$ cat config.mk
export PLATFORM = sky130hd
export DESIGN_NAME = ir_pulse_distance_transmitter_top
export DESIGN_NICKNAME = d
export VERILOG_FILES = /design/src/rtl/irpdt_pkg.sv /design/src/rtl/irpdt_step.sv /design/src/rtl/irpdt_outq.sv /design/src/rtl/ir_pulse_distance_transmitter_top.sv
export SDC_FILE = /design/constraint.sdc
export NUM_CORES = 1
export LEC_CHECK = 0
export BUFFER_PORTS_ARGS = -buffer_cell sky130_fd_sc_hd__buf_2
export CORE_MARGIN = 1.5
export CORE_UTILIZATION = 55
export CTS_CLUSTER_SIZE = 10
export DETAILED_ROUTE_END_ITERATION = 10
export GPL_ROUTABILITY_DRIVEN = 1
export GPL_TIMING_DRIVEN = 0
export MAX_ROUTING_LAYER = met4
export PLACE_DENSITY = 0.77
export SETUP_SLACK_MARGIN = 0.3
export SLEW_MARGIN = 20
export SYNTH_ARGS = -nofsm -noshare
export SYNTH_HDL_FRONTEND = slang
export SYNTH_SLANG_ARGS = --single-unit
$ cat constraint.sdc
create_clock -name clk -period 5.5 [get_ports clk]
set_input_delay 0.825 -clock clk [delete_from_list [all_inputs] [get_ports clk]]
set_output_delay 0.825 -clock clk [all_outputs]
set_load 0.01 [all_outputs]
$ cat src/rtl/irpdt_pkg.sv
// ----------------------------------------------------------------------------
// irpdt_pkg
// Types and constants shared by the infrared pulse-distance transmitter.
// ----------------------------------------------------------------------------
package irpdt_pkg;

	localparam int MAX_MARKS_DEF = 26;

	localparam int SAVE_MARKS       = 26;
	localparam int INTR_PULSES      = 14;
	localparam int BINARY_MAX_BITS  = 16;

	localparam int CFG_DATA_W  = 10;
	localparam int CFG_INDEX_W = 2;

	localparam logic [CFG_INDEX_W-1:0] REG_BURST_UNIT     = 2'd0;
	localparam logic [CFG_INDEX_W-1:0] REG_GAP_TICKS      = 2'd1;
	localparam logic [CFG_INDEX_W-1:0] REG_INTR_WAIT      = 2'd2;

	localparam logic [2:0] CMD_TICK        = 3'd0;
	localparam logic [2:0] CMD_TRIGGER     = 3'd1;
	localparam logic [2:0] CMD_TRIGGER_INT = 3'd2;
	localparam logic [2:0] CMD_STOP        = 3'd3;
	localparam logic [2:0] CMD_BINARY      = 3'd4;
	localparam logic [2:0] CMD_SAVE        = 3'd5;
	localparam logic [2:0] CMD_TOGGLE      = 3'd6;

	localparam logic [3:0] TRIGGER_PATTERN = 4'hA;
	localparam logic [3:0] STOP_PATTERN    = 4'h6;

	typedef enum logic [1:0] {
		PH_IDLE = 2'd0,
		PH_INTR = 2'd1,
		PH_MARK = 2'd2,
		PH_WAIT = 2'd3
	} phase_t;

	typedef struct packed {
		logic [2:0]  command;
		logic [15:0] value;
		logic [4:0]  bit_count;
		logic        turn_on;
	} req_t;

	typedef struct packed {
		logic ir_level;
		logic busy_res;
		logic rejected;
		logic finished;
	} res_t;

	typedef struct packed {
		logic [5:0] burst_unit;
		logic [7:0] gap_ticks;
		logic [9:0] interrupt_wait_ticks;
	} cfg_t;

	typedef struct packed {
		phase_t     phase;
		logic [7:0] pulses_left;
		logic       half_select;
		logic [9:0] wait_count;
		logic       idle_high;
		logic       pin_level;
	} tx_state_t;

endpackage

$ cat src/rtl/irpdt_step.sv
// ----------------------------------------------------------------------------
// irpdt_step
// Next-state and result logic for one carrier half tick.
// ----------------------------------------------------------------------------
module irpdt_step #(
	parameter int MAX_MARKS = irpdt_pkg::MAX_MARKS_DEF
) (
	input  irpdt_pkg::req_t                    req,
	input  irpdt_pkg::cfg_t                    cfg,
	input  irpdt_pkg::tx_state_t               st,
	input  logic [MAX_MARKS-1:0]               pattern,
	input  logic [$clog2(MAX_MARKS+1)-1:0]     marks_left,
	output irpdt_pkg::tx_state_t               st_nxt,
	output logic [MAX_MARKS-1:0]               pattern_nxt,
	output logic [$clog2(MAX_MARKS+1)-1:0]     marks_left_nxt,
	output irpdt_pkg::res_t                    res
);
	import irpdt_pkg::*;

	localparam int MLW = $clog2(MAX_MARKS + 1);
	localparam int IW  = $clog2(MAX_MARKS);
	localparam int SAVE_CNT = (SAVE_MARKS < MAX_MARKS) ? SAVE_MARKS : MAX_MARKS;

	typedef struct packed {
		logic [MLW-1:0] ml;
		logic [7:0]     pulses;
	} mark_start_t;

	function automatic mark_start_t start_mark(logic [MAX_MARKS-1:0] pat,
		logic [MLW-1:0] ml, logic [5:0] unit1);
		mark_start_t    r;
		logic           b;
		logic [MLW-1:0] idx;
		b   = 1'b0;
		idx = ml - MLW'(1);
		r.ml = '0;
		if (ml != '0) begin
			b    = pat[idx[IW-1:0]];
			r.ml = idx;
		end
		r.pulses = b ? {unit1, 2'b00} : {2'b00, unit1};
		return r;
	endfunction

	logic [5:0]  unit1;
	logic [7:0]  gap1;
	logic [9:0]  iwait1;
	logic [4:0]  cnt;
	logic [16:0] bin_mask;

	assign unit1  = (cfg.burst_unit == '0) ? 6'd1 : cfg.burst_unit;
	assign gap1   = (cfg.gap_ticks == '0) ? 8'd1 : cfg.gap_ticks;
	assign iwait1 = (cfg.interrupt_wait_ticks == '0) ? 10'd1 : cfg.interrupt_wait_ticks;
	assign cnt    = (req.bit_count > 5'(BINARY_MAX_BITS)) ? 5'(BINARY_MAX_BITS) : req.bit_count;
	assign bin_mask = (17'd1 << cnt) - 17'd1;

	always_comb begin
		tx_state_t      s;
		logic [MAX_MARKS-1:0] pat;
		logic [MLW-1:0] ml;
		logic           rej;
		logic           fin;
		logic           go;
		mark_start_t    ms;
		s   = st;
		pat = pattern;
		ml  = marks_left;
		rej = 1'b0;
		fin = 1'b0;
		go  = 1'b0;
		ms  = '0;
		if (st.phase != PH_IDLE) begin
			rej = (req.command >= CMD_TRIGGER) && (req.command <= CMD_TOGGLE);
		end else begin
			case (req.command)
				CMD_TRIGGER, CMD_TRIGGER_INT: begin
					pat = MAX_MARKS'(TRIGGER_PATTERN);
					ml  = MLW'(4);
					if (req.command == CMD_TRIGGER_INT) begin
						s.pulses_left = 8'(INTR_PULSES);
						s.half_select = 1'b0;
						s.phase       = PH_INTR;
					end else begin
						go = 1'b1;
					end
				end
				CMD_STOP: begin
					pat = MAX_MARKS'(STOP_PATTERN);
					ml  = MLW'(4);
					s.pulses_left = 8'(INTR_PULSES);
					s.half_select = 1'b0;
					s.phase       = PH_INTR;
				end
				CMD_BINARY: begin
					if (cnt != '0) begin
						pat = MAX_MARKS'(req.value & bin_mask[15:0]);
						ml  = MLW'(cnt);
						go  = 1'b1;
					end
				end
				CMD_SAVE: begin
					pat = '0;
					ml  = MLW'(SAVE_CNT);
					go  = 1'b1;
				end
				CMD_TOGGLE: begin
					s.pin_level = req.turn_on;
					s.idle_high = ~st.idle_high;
				end
				default: ;
			endcase
		end

		// advance the running sequence by one tick
		if (s.phase == PH_IDLE && !go) begin
		end else if (go || s.phase == PH_INTR || s.phase == PH_MARK) begin
			if (go) begin
				ms = start_mark(pat, ml, unit1);
				ml = ms.ml;
				s.pulses_left = ms.pulses;
				s.half_select = 1'b0;
				s.phase       = PH_MARK;
			end
			if (!s.half_select) begin
				s.pin_level   = ~s.idle_high;
				s.half_select = 1'b1;
			end else begin
				s.pin_level   = s.idle_high;
				s.half_select = 1'b0;
				if (s.pulses_left != '0)
					s.pulses_left = s.pulses_left - 8'd1;
				if (s.pulses_left == '0) begin
					s.wait_count = (s.phase == PH_INTR) ? iwait1 : 10'(gap1);
					s.phase      = PH_WAIT;
				end
			end
		end else begin
			s.pin_level = s.idle_high;
			if (s.wait_count != '0)
				s.wait_count = s.wait_count - 10'd1;
			if (s.wait_count == '0) begin
				if (ml != '0) begin
					ms = start_mark(pat, ml, unit1);
					ml = ms.ml;
					s.pulses_left = ms.pulses;
					s.half_select = 1'b0;
					s.phase       = PH_MARK;
				end else begin
					s.phase = PH_IDLE;
					fin     = 1'b1;
				end
			end
		end

		st_nxt         = s;
		pattern_nxt    = pat;
		marks_left_nxt = ml;
		res.ir_level   = s.pin_level;
		res.busy_res   = go || (s.phase != PH_IDLE) || fin;
		res.rejected   = rej;
		res.finished   = fin;
	end

endmodule

$ cat src/rtl/irpdt_outq.sv
// ----------------------------------------------------------------------------
// irpdt_outq
// Two-entry result queue between the tick logic and the result channel.
// ----------------------------------------------------------------------------
module irpdt_outq (
	input  logic            clk,
	input  logic            arst_n,
	input  logic            push,
	input  irpdt_pkg::res_t push_data,
	output logic            full,
	output logic            res_valid,
	input  logic            res_stall,
	output irpdt_pkg::res_t res
);
	import irpdt_pkg::*;

	res_t       entry_q [2];
	logic       wr_ptr_q;
	logic       rd_ptr_q;
	logic [1:0] count_q;
	logic       pop;

	assign full      = (count_q == 2'd2);
	assign res_valid = (count_q != 2'd0);
	assign res       = entry_q[rd_ptr_q];
	assign pop       = res_valid && !res_stall;

	always_ff @(posedge clk) begin
		if (push)
			entry_q[wr_ptr_q] <= push_data;
	end

	always_ff @(posedge clk or negedge arst_n) begin
		if (!arst_n) begin
			wr_ptr_q <= 1'b0;
			rd_ptr_q <= 1'b0;
			count_q  <= 2'd0;
		end else begin
			if (push)
				wr_ptr_q <= ~wr_ptr_q;
			if (pop)
				rd_ptr_q <= ~rd_ptr_q;
			case ({push, pop})
				2'b10:   count_q <= count_q + 2'd1;
				2'b01:   count_q <= count_q - 2'd1;
				default: count_q <= count_q;
			endcase
		end
	end

endmodule

$ cat src/rtl/ir_pulse_distance_transmitter_top.sv
// ----------------------------------------------------------------------------
// ir_pulse_distance_transmitter_top
// Tick-driven infrared pulse-distance transmitter.
// ----------------------------------------------------------------------------
// Each request is one carrier half tick and yields exactly one result, which
// is written into a two-entry result queue and appears on the result channel
// once it reaches the head of that queue. The sequence state updates once per
// tick, so a request is taken in every cycle while the queue is not full; the
// queue lets requests keep flowing while one result waits, and the request side
// stalls only when both entries are full. Configuration writes take effect at the
// next tick and are meant for idle periods.
module ir_pulse_distance_transmitter_top #(
	parameter int MAX_MARKS = irpdt_pkg::MAX_MARKS_DEF
) (
	input  logic                              clk,
	input  logic                              arst_n,
	input  logic                              cfg_we,
	input  logic [irpdt_pkg::CFG_INDEX_W-1:0] cfg_index,
	input  logic [irpdt_pkg::CFG_DATA_W-1:0]  cfg_data,
	input  logic                              req_valid,
	output logic                              req_stall,
	input  irpdt_pkg::req_t                   req,
	output logic                              res_valid,
	input  logic                              res_stall,
	output irpdt_pkg::res_t                   res
);
	import irpdt_pkg::*;

	localparam int MLW = $clog2(MAX_MARKS + 1);

	cfg_t                 cfg_q;
	tx_state_t            st_q;
	tx_state_t            st_nxt;
	logic [MAX_MARKS-1:0] pattern_q;
	logic [MAX_MARKS-1:0] pattern_nxt;
	logic [MLW-1:0]       marks_left_q;
	logic [MLW-1:0]       marks_left_nxt;
	res_t                 step_res;
	logic                 accept;
	logic                 q_full;

	assign req_stall = q_full;
	assign accept    = req_valid && !req_stall;

	irpdt_step #(
		.MAX_MARKS(MAX_MARKS)
	) u_step (
		.req           (req),
		.cfg           (cfg_q),
		.st            (st_q),
		.pattern       (pattern_q),
		.marks_left    (marks_left_q),
		.st_nxt        (st_nxt),
		.pattern_nxt   (pattern_nxt),
		.marks_left_nxt(marks_left_nxt),
		.res           (step_res)
	);

	irpdt_outq u_outq (
		.clk      (clk),
		.arst_n   (arst_n),
		.push     (accept),
		.push_data(step_res),
		.full     (q_full),
		.res_valid(res_valid),
		.res_stall(res_stall),
		.res      (res)
	);

	always_ff @(posedge clk or negedge arst_n) begin
		if (!arst_n) begin
			cfg_q.burst_unit           <= 6'd7;
			cfg_q.gap_ticks            <= 8'd22;
			cfg_q.interrupt_wait_ticks <= 10'd77;
		end else if (cfg_we) begin
			unique case (cfg_index)
				REG_BURST_UNIT: cfg_q.burst_unit           <= cfg_data[5:0];
				REG_GAP_TICKS:  cfg_q.gap_ticks            <= cfg_data[7:0];
				REG_INTR_WAIT:  cfg_q.interrupt_wait_ticks <= cfg_data[9:0];
				default: ;
			endcase
		end
	end

	always_ff @(posedge clk or negedge arst_n) begin
		if (!arst_n) begin
			st_q.phase       <= PH_IDLE;
			st_q.pulses_left <= '0;
			st_q.half_select <= 1'b0;
			st_q.wait_count  <= '0;
			st_q.idle_high   <= 1'b0;
			st_q.pin_level   <= 1'b0;
			pattern_q        <= '0;
			marks_left_q     <= '0;
		end else if (accept) begin
			st_q         <= st_nxt;
			pattern_q    <= pattern_nxt;
			marks_left_q <= marks_left_nxt;
		end
	end

endmodule
Word-level counts from Yosys, hierarchy flattened

Memories as Yosys holds them, arrays and structs flattened.
Cells that the tools add are included.

Flip-flop bits (word level): 82
Output and inout port bits: 6
Logic and storage cells: 149
Bits of input ports: 42
Memories kept: 1
RAM bits: 8

Add/sub/neg operators: 6
Magnitude comparators: 4
Reductions and logical operators: 32
Bitwise operators: 6
Muxes and demuxes: 69
Equality and inequality tests: 16
Shifts and indexed selects: 1

Memory list:

| name           | depth | bits a word | rd ports | clocked after Yosys merged registers in | write ports | RTL line         | RTL |
|---|---|---|---|---|---|---|---|
| u_outq.entry_q | 2     | 4           | 1        | 0                                       | 1           | irpdt_outq.sv:17 | `res_t entry_q [2];` |

Operator list:

| kind                    | count |
|---|---|
| $pmux W26 S4            | 1 |
| $mux W10                | 8 |
| $mux W11                | 6 |
| $mux W8                 | 7 |
| $mux W26                | 2 |
| $mux W5                 | 9 |
| $mux W21                | 2 |
| $mux W1                 | 23 |
| $pmux W11 S2            | 1 |
| $logic_not A10 Y1       | 2 |
| $and A16 B16 Y16        | 1 |
| $logic_not A8 Y1        | 2 |
| $shl A1 B5 Y16 const A  | 1 |
| $sub A16 B1 Y16 const B | 1 |
| $pmux W5 S3             | 1 |
| $reduce_bool A10 Y1     | 1 |
| $reduce_bool A5 Y1      | 2 |
| $sub A10 B1 Y10 const B | 1 |
| $eq A3 B3 Y1 const B    | 3 |
| $mux W9                 | 1 |
| $eq A2 B1 Y1 const B    | 4 |
| $eq A2 B2 Y1 const B    | 4 |
| $mux W2                 | 4 |
| $reduce_bool A2 Y1      | 4 |
| 26 further kinds        | 43 |

Logic depth before layout (Yosys ltp)

Gate-level depths: netlist (run 1).

Depth in word-level cells: 31
Depth in mapped cells: 25
Gate-level depth less buffers: 21

By module

From an unflattened synthesis (run 1), not the netlist that was laid out.

Cells, all modules: 659
Area total of the unflattened synthesis: 6729.0 µm²

By module, submodules not included:

| module                            | area an instance (µm²) | sequential area each (µm²) | instances | cells an instance |
|---|---|---|---|---|
| ir_pulse_distance_transmitter_top | 3200.6                 | 1964.4                     | 1         | 167 |
| irpdt_step                        | 3037.9                 | 0.0                        | 1         | 463 |
| irpdt_outq                        | 490.5                  | 340.3                      | 1         | 29 |

Worst setup path after synthesis (run 1)

No wires, ideal clock.

Path type: in2reg
Start: input port req[5] in the netlist's numbering
End: register st_q[9] in the netlist's numbering
Path buffers: 6
Setup slack: -353 ps
Data arrival time: 5759 ps
Cell stages on the path: 23
Data required time: 5406 ps
Library setup time: 94 ps
Cells stage by stage: clkbuf_1 nor3_2 nand4_1 nand2_1 buf_2 clkbuf_1 a21oi_1 ha_1 clkbuf_1 a221oi_1 a211oi_1 o211ai_1 o211ai_2 buf_4 nand2_1 a32oi_1 ha_1 or4_1 a211oi_2 o211ai_2 or3_1 buf_6 a221oi_2

Word-level cells in the longest chain between the ends: 26

Ends and longest elaborated chain:

| item                                                       | RTL line                                | RTL |
|---|---|---|
| start: declaration                                         | ir_pulse_distance_transmitter_top.sv:22 | `input irpdt_pkg::req_t req,` |
| $gt A5 B5 Y1                                               | irpdt_step.sv:54                        | `assign cnt = (req.bit_count > 5'(BINARY_MAX_BITS)) ? 5'(BINARY_MAX_BITS) : req.bit_count;` |
| $mux W5 *                                                  | irpdt_step.sv:54                        |  |
| $shl A1 B5 Y16                                             | irpdt_step.sv:55                        | `assign bin_mask = (17'd1 << cnt) - 17'd1;` |
| $sub A16 B1 Y16                                            | irpdt_step.sv:55                        |  |
| $and A16 B16 Y16                                           | irpdt_step.sv:96                        | `pat = MAX_MARKS'(req.value & bin_mask[15:0]);` |
| $mux W26                                                   | irpdt_step.sv:95                        | `if (cnt != '0) begin` |
| $pmux W26 S4                                               | irpdt_step.sv:75                        | `case (req.command)` |
| $mux W26                                                   | irpdt_step.sv:72                        | `if (st.phase != PH_IDLE) begin` |
| (+10 left out)                                             | n/a                                     |  |
| $sub A8 B1 Y8 / $reduce_bool A8 Y1 (equally long branches) | irpdt_step.sv:131, irpdt_step.sv:130    |  |
| $mux W8                                                    | irpdt_step.sv:130                       | `if (s.pulses_left != '0)` |
| $mux W8                                                    | irpdt_step.sv:124                       | `if (!s.half_select) begin` |
| $mux W8                                                    | irpdt_step.sv:116                       | `end else if (go \|\| s.phase == PH_INTR \|\| s.phase == PH_MARK) begin` |
| $mux W8                                                    | irpdt_step.sv:115                       | `if (s.phase == PH_IDLE && !go) begin` |
| $logic_not A8 Y1                                           | irpdt_step.sv:132                       | `if (s.pulses_left == '0) begin` |
| $ne A2 B2 Y1 (no source line)                              | n/a                                     |  |
| $reduce_and A4 Y1 (no source line)                         | n/a                                     |  |
| end signal: assignment                                     | ir_pulse_distance_transmitter_top.sv:96 | `st_q <= st_nxt;` |
| end: declaration                                           | ir_pulse_distance_transmitter_top.sv:32 | `tx_state_t st_q;` |

Every way passes the cells marked *; elsewhere a longest branch is shown, timed or not. The select of a mux whose other input is x is not followed.
A chain may end at the register's enable or synchronous reset.

Worst setup path after layout (run 1)

Start: input port req[3] in the netlist's numbering
End: register st_q[3] in the netlist's numbering

The elaborated chain is that of the path after synthesis.

==> results of run 1 <==
==> area by class of cell <==
type                            count  area (um2)  share of cell area, %
Buffer                             36         248                   3.19
Tap cell                          140         175                   2.26
Clock buffer                       11         243                   3.13
Timing Repair Buffer               83         566                   7.29
Inverter                           17        76.3                  0.983
Clock inverter                      5        46.3                  0.596
Multi-Input combinational cell    548        4100                   52.8
Sequential cell                    90        2310                   29.7
==> metal layers <==
metal | part of all wire, % | vias up
met5 | 0 | -
met4 | 2.6 | 0
met3 | 8.5 | 48
met2 | 46 | 346
met1 | 43 | 2944
li1 | - | 2783
==> registers in the layout, indices dropped and copies added (netlist names) <==
register         count
u_outq.count_q       2
cfg_q               24
u_outq.rd_ptr_q      1
u_outq.wr_ptr_q      1
marks_left_q         5
st_q                23
u_outq.entry_q       8
pattern_q           26
==> metrics by stage <==
| step | total power [uW] | instance area (um2) | setup TNS [ps] | worst slack, ps |
|---|---|---|---|---|
| after floorplan | 2840 | 6310 | 0 | 86.6 |
| after global placement | 3370 | 6710 | -7550 | -721 |
| after detailed placement | 3440 | 6750 | -8970 | -825 |
| after CTS | 4490 | 7490 | 0 | 138 |
| after global routing | 5150 | 7760 | 0 | 82.6 |
| final | 4900 | 7760 | 0 | 159 |
==> kinds of logic (layout without fill, tap and decap cells) <==
family / count (synthesis) / in the layout / share of synthesized area [%]
buffers and inverters: 53 / 152 / 3.61
AND/OR/NAND/NOR: 270 / 270 / 23.3
flip-flops: 90 / 90 / 37.2
AO/OA/AOI/OAI: 209 / 209 / 24.1
adder cells (fa/ha/maj): 6 / 6 / 1.21
multiplexers: 50 / 50 / 8.69
XOR/XNOR: 13 / 13 / 1.96
==> repair_timing <==
item,CTS,global route
pin swaps,24,28
gates cloned,1,0
setup buffers,26,9
hold buffers,0,0
setup endpoints to repair,15,15
resized for setup,51,45
==> power by group <==
group | total (uW) | internal (uW) | switching [uW]
clock network | 609 | 327 | 282
registers | 1080 | 889 | 192
logic | 3210 | 1360 | 1840
==> cells in the mapped netlist, types with 6 or more instances <==
| master | number | area share, % |
|---|---|---|
| a221oi_2 | 7 | 1.7 |
| nand2b_1 | 6 | 0.61 |
| ha_1 | 6 | 1.2 |
| dfstp_2 | 10 | 4.2 |
| mux2_2 | 31 | 5.6 |
| inv_1 | 15 | 0.91 |
| clkbuf_1 | 27 | 1.6 |
| or4_1 | 8 | 0.97 |
| a211oi_1 | 8 | 0.97 |
| o31ai_1 | 8 | 0.97 |
| dfrtp_1 | 72 | 29 |
| nor3_1 | 20 | 1.6 |
| nand3_1 | 22 | 1.8 |
| o21ai_0 | 52 | 4.2 |
| a21oi_1 | 45 | 3.6 |
| and2_1 | 17 | 1.7 |
| or2_2 | 8 | 0.81 |
| mux2i_1 | 19 | 3.1 |
| or3_1 | 11 | 1.1 |
| nor2_1 | 61 | 3.7 |
| nand2_1 | 69 | 4.2 |
| a31oi_1 | 9 | 0.91 |
| o211ai_1 | 8 | 0.97 |
| xnor2_1 | 6 | 0.85 |
| edfxtp_1 | 8 | 3.9 |
| xor2_1 | 6 | 0.85 |
| nand4_1 | 6 | 0.61 |
==> worst max-delay path by stage <==
stage / from / to / depth (start not counted)
final: req[3] / st_q[3] / 21
after global routing: req[23] / st_q[9] / 23
after CTS: req[23] / st_q[9] / 22
after detailed placement: req[23] / st_q[9] / 23
after global placement: req[23] / st_q[9] / 23
after floorplan: req[23] / st_q[9] / 22
==> results by group, run 1 <==
Floorplanning
  – Die Ht: about 110 um
  – # IOs: 48
  – Core area: 0.0109 mm2
  – Die X: 109 um
  – Die area: 0.0119 mm2
  – Starting density of the core: 56.7%
  – Num rows: 38

Detailed routing
  – Residual DRC: 0
  – Pre-antenna DRT Iters: 5
  – WL/cell: 20.4 um
  – Routed via count: 6,121
  – Routed WL: 19,000 um
  – Via density: 6.58
  – Final ANT Viol Nets: 0
  – Iteration-0 DRC Markers: 671

Layout
  – Most common cell after layout, fill and taps aside: dfrtp_1
  – Layout fillers: 832
  – Commonest cells after routing, fill and taps aside: 71 x dfrtp_1, 67 x nand2_1, 59 x nor2_1
  – Ant diodes: 0
  – Layout cells sized above 1: a little under a third
  – Area grow syn2layout: 25.1%
  – Post-Layout Cell Count: 930
  – Final #Nets: 833
  – Final Util: 71.0%

Setup path
  – Buffers & Inverters on Critical Path: 4
  – Worst r2r src: st_q[22]
  – Slowest stage delay, CP: roughly 520 ps
  – Delay-heaviest family, CP: simple AND/OR/NAND/NOR gates
  – Worst path slowest cell: or4_4
  – Crit path kind: in2reg
  – FF-to-FF setup slack: roughly 200 ps
  – R2R Path End: st_q[3]
  – Startpoint Class: primary input
  – Worst path arrival time: between 5000 and 6000 ps
  – CP Cell Sequence: buf_2 -> or2_4 -> or3_1 -> ha_2 -> or4_4 -> nor3b_4 -> o311ai_4 -> and3_4 -> a211oi_2 -> o211ai_1 -> o211ai_2 -> buf_4 -> buf_6 -> a31oi_4 -> and2_4 -> or4_4 -> a211oi_4 -> o211ai_4 -> or3_1 -> buf_6 -> a221oi_2
  – CP endpoint kind: register
  – R2R cell count: 21
  – Crit path max fanout: 8
  – Worst EP required: 5760 ps

Logic synthesis
  – Post-synth EDFFs: 8
  – Gate Count Post-Synth: 691
  – Syn nets: 739
  – Synth Register Bits: 90
  – Synthesized cell area: 0.00620 mm2
  – Post-synth cell types: ~90
  – FFs w/ async S/R, synth: 91.1%
  – Sequential area share after synthesis: 37.2%
  – Synth warn: 0
  – Avg Synthesized Cell Area: roughly 9.0 um2
  – Primary FF master, synth: dfrtp_1

Clock network
  – H-Tree Depth: 3
  – CTS tree: built
  – Clock Tree Buf Depth: 2
  – Root Buffer: clkbuf_16
  – Clock insertion delay at the later pin of the skew report: 360 ps
  – CTS Buf Count: 9
  – Clock Sinks: 90
  – Reg clk slew, reported paths: 60 ps

Outcome
  – Status: completed

Global routing
  – Met1 GRT Util: 45.0%
  – Number of global-route vias before repair: slightly below 6k
  – GRT busiest layer: met2
  – Wire length of the first global-routing pass: approximately 30,000 um
  – GR Util met3: roughly 5.8%
  – Grt total ovfl: 0
  – Initial antenna violation count: 0
  – Met2 Resource Use GR: about half
  – Largest net degree at the start of global routing: 44
  – GRT Total Usage: 33.2%

STA
  – Normalized max-slew margin: 37.4%
  – Slew Limit Fails: 0
  – Final Setup Violations: 0
  – Max Freq: between 150 and 200 MHz
  – Clk_skew: 6.67 ps
  – Crit share post-route: between 90% and 100%
  – Crit path time final: 5340 ps
  – Fin. Hold Viols: 0
  – Unrepaired setup endpoints after global routing: true
  – WHS: between 400 and 500 ps
  – Slew @ Worst Pin: 936 ps

Job
  – Max cap viols: 0

Worst hold path
  – Worst hold path type: in2async

Power
  – Leakage: between 0.003 and 0.004 uW
  – Max VDD drop: about 0.34 mV
  – PwrDens: 631 mW/mm2

Placed design
  – Number of I/O port buffers: 45
  – Post-DP HPWL: 12,800 um
  – Placed cells: 878
  – Final GP Congestion: 0.942
Note: power is estimated with default switching activity, not from simulation.
==> run 2, diff against run 1 <==
- CORE_UTILIZATION: 55 -> 56
- GPL_TIMING_DRIVEN: 0 -> default
- PLACE_DENSITY: 0.77 -> 0.78
- SYNTH_HIERARCHICAL: default -> 1
==> run 2 against run 1 <==
Compared with the run above: core utilization increased by 0.64 points; the run now ends with negative setup slack left; final cell count increased by 1.2%; largest cell class unchanged; worst setup slack got worse by 310 ps; critical endpoint is now st_q[2]; combinational power decreased by 8.4%; critical path depth increased by 8.
==> results by group, run 2 <==
Outcome
  – Status: finished, violations left
  – Failing checks: negative setup slack

Clock network
  – H-Tree Depth: 3 (unchanged)
  – Root Buffer: clkbuf_16
  – Reg clk slew, reported paths: 70 ps (about the same)
  – CTS tree: built
  – CTS Buf Count: 9 (unchanged)
  – Clock Sinks: 90 (unchanged)
  – Clock insertion delay at the later pin of the skew report: 350 ps (about the same)
  – Clock Tree Buf Depth: 2 (unchanged)

Setup path
  – FF-to-FF setup slack: -50 ps (-250 ps)
  – CP endpoint kind: register
  – Worst EP required: 5740 ps (-20 ps)
  – CP most frequent cell: buf_4
  – R2R cell count: 26 (+24%)
  – Startpoint Class: primary input
  – Slowest stage delay, CP: 380 ps (-140 ps)
  – Crit path kind: in2reg
  – Worst path slowest cell: a221o_1
  – R2R Path End: st_q[2]
  – Worst path arrival time: 5890 ps (+290 ps)
  – Crit path max fanout: 6 (-2)
  – Worst r2r src: st_q[22]

STA
  – Normalized max-slew margin: 29.0% (-8.4 points)
  – Fin Setup TNS: -1390 ps (-1390 ps)
  – Slew @ Worst Pin: 1060 ps (+129 ps)
  – Unrepaired setup endpoints after global routing: true
  – Crit share post-route: 103% (+5.7 points)
  – Fin. Hold Viols: 0 (unchanged)
  – Clk_skew: 10.9 ps (+4.24 ps)
  – Max Freq: 177 MHz (-5.6%)
  – Slew Limit Fails: 0 (unchanged)
  – Final Setup Violations: 12 (+12)
  – Crit path time final: 5660 ps (+315 ps)
  – Setup WS post-layout: -156 ps (-315 ps)

Layout
  – Ant diodes: 0 (unchanged)
  – Most common cell after layout, fill and taps aside: buf_4
  – Register with the most flip-flops: pattern_q
  – Final Util: 71.6% (+0.64 points)
  – Commonest cells after routing, fill and taps aside: 103 x buf_4, 72 x dfrtp_1, 54 x mux2_4
  – Area grow syn2layout: 23.1%
  – Layout cells sized above 1: 42.4% (+11 points)
  – Final #Nets: 841 (+0.96%)
  – Layout fillers: 840 (+0.96%)
  – Biggest regs: pattern_q x26, cfg_q x24, st_q x23
  – Max reg flops: 26 (unchanged)
  – Post-Layout Cell Count: 941 (+1.2%)

Global routing
  – Grt total ovfl: 0 (unchanged)
  – Initial antenna violation count: 0 (unchanged)
  – Wire length of the first global-routing pass: 30,200 um (+2.0%)
  – GRT Total Usage: 30.6% (-2.6 points)
  – Number of global-route vias before repair: 6,010 (+3.1%)
  – Largest net degree at the start of global routing: 78 (+77%)

Power
  – Leakage: 0.00362 uW (+16%)
  – P_int: 2710 uW (+4.9%)
  – Switching power total: 1940 uW (-16%)
  – Combinational power share: 63.2% (-2.3 points)
  – Clock network fraction of design power: 12.8% (+0.4 points)
  – PwrDens: 561 mW/mm2 (-11%)
  – Switch share: 41.8% (-5.5 points)
  – Max VDD drop: 0.454 mV (+34%)
  – Flop pwr share: 23.9% (+1.8 points)

Placed design
  – Number of I/O port buffers: 47 (+4.4%)
  – Placed cells: 905 (+3.1%)
  – Post-DP HPWL: 13,000 um (+1.7%)
  – Final GP Congestion: 0.893 (-5.3%)

Floorplanning
  – Die X: 113 um (+3.1%)
  – Die Ht: 113 um (+3.1%)
  – Num rows: 39 (+2.6%)
  – Die area: 0.0127 mm2 (+6.4%)
  – Core area: 0.0116 mm2 (+5.8%)
  – # IOs: 48 (unchanged)
  – Starting density of the core: 58.2% (+1.5 points)

Job
  – Max cap viols: 0 (unchanged)

Logic synthesis
  – Avg Synthesized Cell Area: 10.2 um2 (+14%)
  – Leading area contributor after synthesis: dfrtp_1
  – Top post-synthesis cells by area: dfrtp_1 27%, mux2_4 11%, mux2_2 6.5%, dfstp_2 3.9%, edfxtp_1 3.6%
  – Syn nets: 707 (-4.3%)
  – Primary FF master, synth: dfrtp_1
  – Post-synth cell types: 90 (-2.2%)
  – Synth top cells by count: 72 x dfrtp_1, 55 x nand2_1, 49 x mux2_4
  – Post-synth top area share: 26.8% (-2.3 points)
  – Most frequent cell after synthesis: dfrtp_1
  – Sequential area share after synthesis: 34.3% (-2.9 points)
  – FFs w/ async S/R, synth: 91.1% (unchanged)
  – Synth warn: 6 (+6)
  – Gate Count Post-Synth: 659 (-4.6%)
  – Synthesized cell area: 0.00673 mm2 (+8.5%)
  – Post-synth EDFFs: 8 (unchanged)
  – Synth Register Bits: 90 (unchanged)

Detailed routing
  – Residual DRC: 0 (unchanged)
  – Final ANT Viol Nets: 0 (unchanged)
  – Routed WL: 18,400 um (-2.9%)
  – Routed via count: 5,921 (-3.3%)
  – Iteration-0 DRC Markers: 549 (-18%)
  – Via density: 6.29 (-4.4%)
  – Pre-antenna DRT Iters: 5 (unchanged)
  – WL/cell: 19.6 um (-4.0%)

Worst hold path
  – Worst hold path type: in2async
==> run 2: cell types whose count changed in the layout (fill, tap and decap cells not counted), sizes merged, moves of 16 or more <==
| cell | before | now |
|---|---|---|
| clkbuf | 34 | 10 |
| nor2 | 61 | 43 |
| o21ai | 56 | 40 |
| buf | 96 | 160 |
| a21oi | 45 | 19 |
| mux2 | 31 | 90 |
==> run 2: worst max-delay path, delay by kind of cell <==
family | cells | cell delay [ps]
buffers and inverters | 9 | 1020
AND/OR/NAND/NOR | 4 | 720
adder cells (fa/ha/maj) | 1 | 210
multiplexers | 3 | 800
AO/OA/AOI/OAI | 12 | 2300
==> run 2: power groups by stage <==
stage / Clock (uW) / Combinational (uW) / Sequential, uW
finish: 597 / 2940 / 1110
global route: 636 / 3140 / 1140
CTS: 608 / 2760 / 1110
detailed placement: 0 / 2650 / 1120
global placement: 0 / 2580 / 1100
floorplan: 0 / 1980 / 1040
==> run 2: routing by layer <==
| metal | up-vias | global-route usage, % | wire length, um |
|---|---|---|---|
| li1 | 2755 | - | - |
| met1 | 2910 | 42.8 | 8650 |
| met2 | 232 | 46.5 | 8390 |
| met3 | 24 | 3.94 | 1150 |
| met4 | 0 | 9.87 | 255 |
| met5 | - | - | 0 |
==> run 2: final cells by class <==
type                            count  area (um2)  share of cell area [%]
Sequential cell                    90        2300                    27.8
Timing Repair Buffer              160        1170                    14.2
Tap cell                          143         179                    2.16
Inverter                           18        71.3                   0.861
Multi-Input combinational cell    514        4270                    51.6
Clock buffer                       10         229                    2.76
Clock inverter                      6        48.8                   0.589
==> run 2: kinds of logic after synthesis <==
group	synth area share [%]
AO/OA/AOI/OAI	17.6
buffers and inverters	5.24
flip-flops	34.3
adder cells (fa/ha/maj)	1.12
multiplexers	21.3
AND/OR/NAND/NOR	17.9
XOR/XNOR	2.60
==> run 2: timing repair <==
action,in CTS,in global routing
buffers inserted,13,7
resized for setup,24,26
pin swaps,15,18
setup endpoints to repair,16,20
cloned,0,0
hold buffers,0,0
==> run 2: how the worst max path moves through the flow <==
stage	start	endpoint	depth (start not counted)
floorplan	req[4]	st_q[11]	25
global placement	req[23]	st_q[7]	26
detailed placement	req[23]	st_q[7]	26
CTS	req[22]	st_q[3]	25
global route	req[4]	st_q[3]	28
finish	req[24]	st_q[2]	29
==> run 2: per-stage QoR <==
step	hold slack (ps)	setup slack, ps	total power (uW)	instance area [um2]
final	264	-156	4650	8280
after floorplan	456	-529	3020	6840
after global placement	471	-449	3690	7660
after global routing	260	-426	4920	8280
after detailed placement	482	-632	3770	7660
after CTS	254	-59.7	4480	8120
==> run 3, diff against run 2 <==
- clock period: 5.5 -> 4.8 ns (I/O delays scaled with it)
==> run 3 against run 2 <==
Compared with the run above: the flow still finishes with violations (negative setup slack); die area is the same; worst setup slack got worse by 620 ps; first-iteration DRC count is 17% higher; routed wire length grew 4.3%; sequential share of layout area is 0.76 points lower.
==> results by group, run 3 (synthesis gave the netlist of run 2 again) <==
Clock network
  – Clock Tree Buf Depth: 2 (unchanged)
  – CTS tree: built
  – Root Buffer: clkbuf_16
  – CTS Hold Bufs: 0 (unchanged)
  – Clock insertion delay at the later pin of the skew report: 350 ps (about the same)
  – H-Tree Depth: 3 (unchanged)
  – Clock Sinks: 90 (unchanged)
  – CTS Buf Count: 9 (unchanged)
  – Reg clk slew, reported paths: 70 ps (about the same)

Floorplanning
  – Starting density of the core: 58.2% (unchanged)
  – Core area: 0.0116 mm2 (unchanged)
  – # IOs: 48 (unchanged)
  – Num rows: 39 (unchanged)
  – Die X: 113 um (unchanged)
  – Die Ht: 113 um (unchanged)
  – Die area: 0.0127 mm2 (unchanged)

STA
  – Crit path time final: approximately 5600 ps
  – Crit share post-route: 116%
  – Setup WS post-layout: -773 ps (-617 ps)
  – Max Freq: 179 MHz
  – Clk_skew: 6.25 ps (-4.67 ps)
  – Unrepaired setup endpoints after global routing: true
  – WHS: 295 ps (+31.3 ps)
  – Slew Limit Fails: 0 (unchanged)
  – Normalized max-slew margin: 34.2% (+5.1 points)
  – Fin. Hold Viols: 0 (unchanged)
  – Fin Setup TNS: -11,290 ps (-9910 ps)
  – Final Setup Violations: 20 (+8)
  – Slew @ Worst Pin: 984 ps (-80.6 ps)

Setup path
  – Worst path arrival time: 5810 ps (-80 ps)
  – Worst EP required: 5040 ps (-700 ps)
  – Delay-heaviest family, CP: compound AO/OA/AOI/OAI gates
  – Buffers & Inverters on Critical Path: 5 (-4)
  – Crit path kind: in2reg
  – Startpoint Class: primary input
  – CP endpoint kind: register
  – CP most frequent cell: mux2_4
  – Worst path slowest cell: or4b_4
  – Crit path max fanout: 6 (unchanged)
  – Slowest stage delay, CP: 490 ps (+110 ps)

Power
  – Leakage: 0.00377 uW (+4.1%)
  – Combinational power share: 62.9% (-0.3 points)
  – Flop pwr share: 23.4% (-0.5 points)
  – Power Total: 5450 uW (+17%)
  – Switching power total: 2250 uW (+16%)
  – P_int: 3200 uW (+18%)
  – Max VDD drop: 0.384 mV (-15%)
  – Switch share: 41.2% (-0.57 points)
  – PwrDens: 640 mW/mm2 (+14%)
  – Clock network fraction of design power: 13.6% (+0.8 points)

Detailed routing
  – WL/cell: 19.9 um (+1.5%)
  – Routed WL: 19,200 um (+4.3%)
  – Routed via count: 6,091 (+2.9%)
  – Final ANT Viol Nets: 0 (unchanged)
  – Via density: 6.30 (+0.11%)
  – Pre-antenna DRT Iters: 5 (unchanged)
  – Iteration-0 DRC Markers: 643 (+17%)
  – Residual DRC: 0 (unchanged)

Global routing
  – Number of global-route vias before repair: 6,078 (+1.1%)
  – Wire length of the first global-routing pass: 31,000 um (+2.5%)
  – Largest net degree at the start of global routing: 53 (-32%)
  – GRT Total Usage: 31.6% (+0.91 points)
  – Initial antenna violation count: 0 (unchanged)
  – Grt total ovfl: 0 (unchanged)

Outcome
  – Status: finished, violations left
  – Failing checks: negative setup slack

Layout
  – Ant diodes: 0 (unchanged)
  – Layout cells sized above 1: 44.1% (+1.7 points)
  – Post-Layout Cell Count: 967 (+2.8%)
  – Area grow syn2layout: 26.5%
  – Final #Nets: 867 (+3.1%)
  – Commonest cells after routing, fill and taps aside: 127 x buf_4, 72 x dfrtp_1, 54 x mux2_4
  – Biggest regs: pattern_q x26, cfg_q x24, st_q x23
  – Most common cell after layout, fill and taps aside: buf_4
  – Register with the most flip-flops: pattern_q
  – Max reg flops: 26 (unchanged)
  – Layout fillers: 819 (-2.5%)

Placed design
  – Placed cells: 929 (+2.7%)
  – Number of I/O port buffers: 47 (unchanged)
  – Final GP Congestion: 0.944 (+5.8%)
  – Post-DP HPWL: 13,900 um (+7.2%)

Job
  – Max cap viols: 0 (unchanged)

Worst hold path
  – Worst hold path type: in2async
[run 3: cell count changes in the layout (fill, tap and decap cells not counted), sizes merged]
cell,delta
buf,+26
clkinvlp,-1
bufinv,+1
[run 3: power by group through the flow]
stage | registers, uW | logic (uW) | clock network, uW
2_1_floorplan | 1190 | 2270 | 0
3_3_place_gp | 1260 | 3040 | 0
3_5_place_dp | 1280 | 3120 | 0
4_1_cts | 1270 | 3270 | 750
5_1_grt | 1310 | 3660 | 777
6_report | 1280 | 3430 | 743
[run 3: repair_timing]
action | in CTS | in global routing
setup endpoints to repair | 20 | 20
setup buffers | 15 | 7
pin swaps | 25 | 23
resized for setup | 36 | 21
[run 3: worst paths after layout]
| path | cells after the start | from | to | slack (ps) |
|---|---|---|---|---|
| setup / recovery | 25 | req[23] | st_q[5] | -770 |
| hold / removal | 1 | arst_n | pattern_q[8] | 300 |
| setup reg to reg | 24 | st_q[22] | st_q[5] | -720 |
| hold reg to reg | 1 | u_outq/count_q[1] | u_outq/count_q[1] | 500 |
| max in group asynchronous | 2 | arst_n | st_q[19] | 3480 |
| min in group clk | 1 | u_outq/count_q[1] | u_outq/count_q[1] | 500 |
[run 3: per-layer routing]
metal / wire (um) / vias up / global-route usage (%)
li1: - / 2802 / -
met2: 9000 / 246 / 49.4
met5: 0 / - / -
met1: 8660 / 3011 / 43.3
met4: 311 / 0 / 9.62
met3: 1260 / 32 / 3.62
[run 3: area by class of cell]
type | count | area (um2) | area share, %
Multi-Input combinational cell | 514 | 4270 | 50.2
Timing Repair Buffer | 186 | 1390 | 16.3
Sequential cell | 90 | 2300 | 27.1
Clock buffer | 10 | 229 | 2.69
Clock inverter | 6 | 73.8 | 0.867
Tap cell | 143 | 179 | 2.10
Inverter | 18 | 71.3 | 0.838
[run 3: through the flow]
| stage | area, um2 | util (%) | setup WS (ps) |
|---|---|---|---|
| final | 8510 | 73.6 | -773 |
| after floorplan | 6840 | - | -1120 |
| after CTS | 8370 | 72.4 | -646 |
| after global placement | 7840 | 67.8 | -1070 |
| after detailed placement | 7840 | 67.8 | -1200 |
| after global routing | 8510 | 73.6 | -1040 |
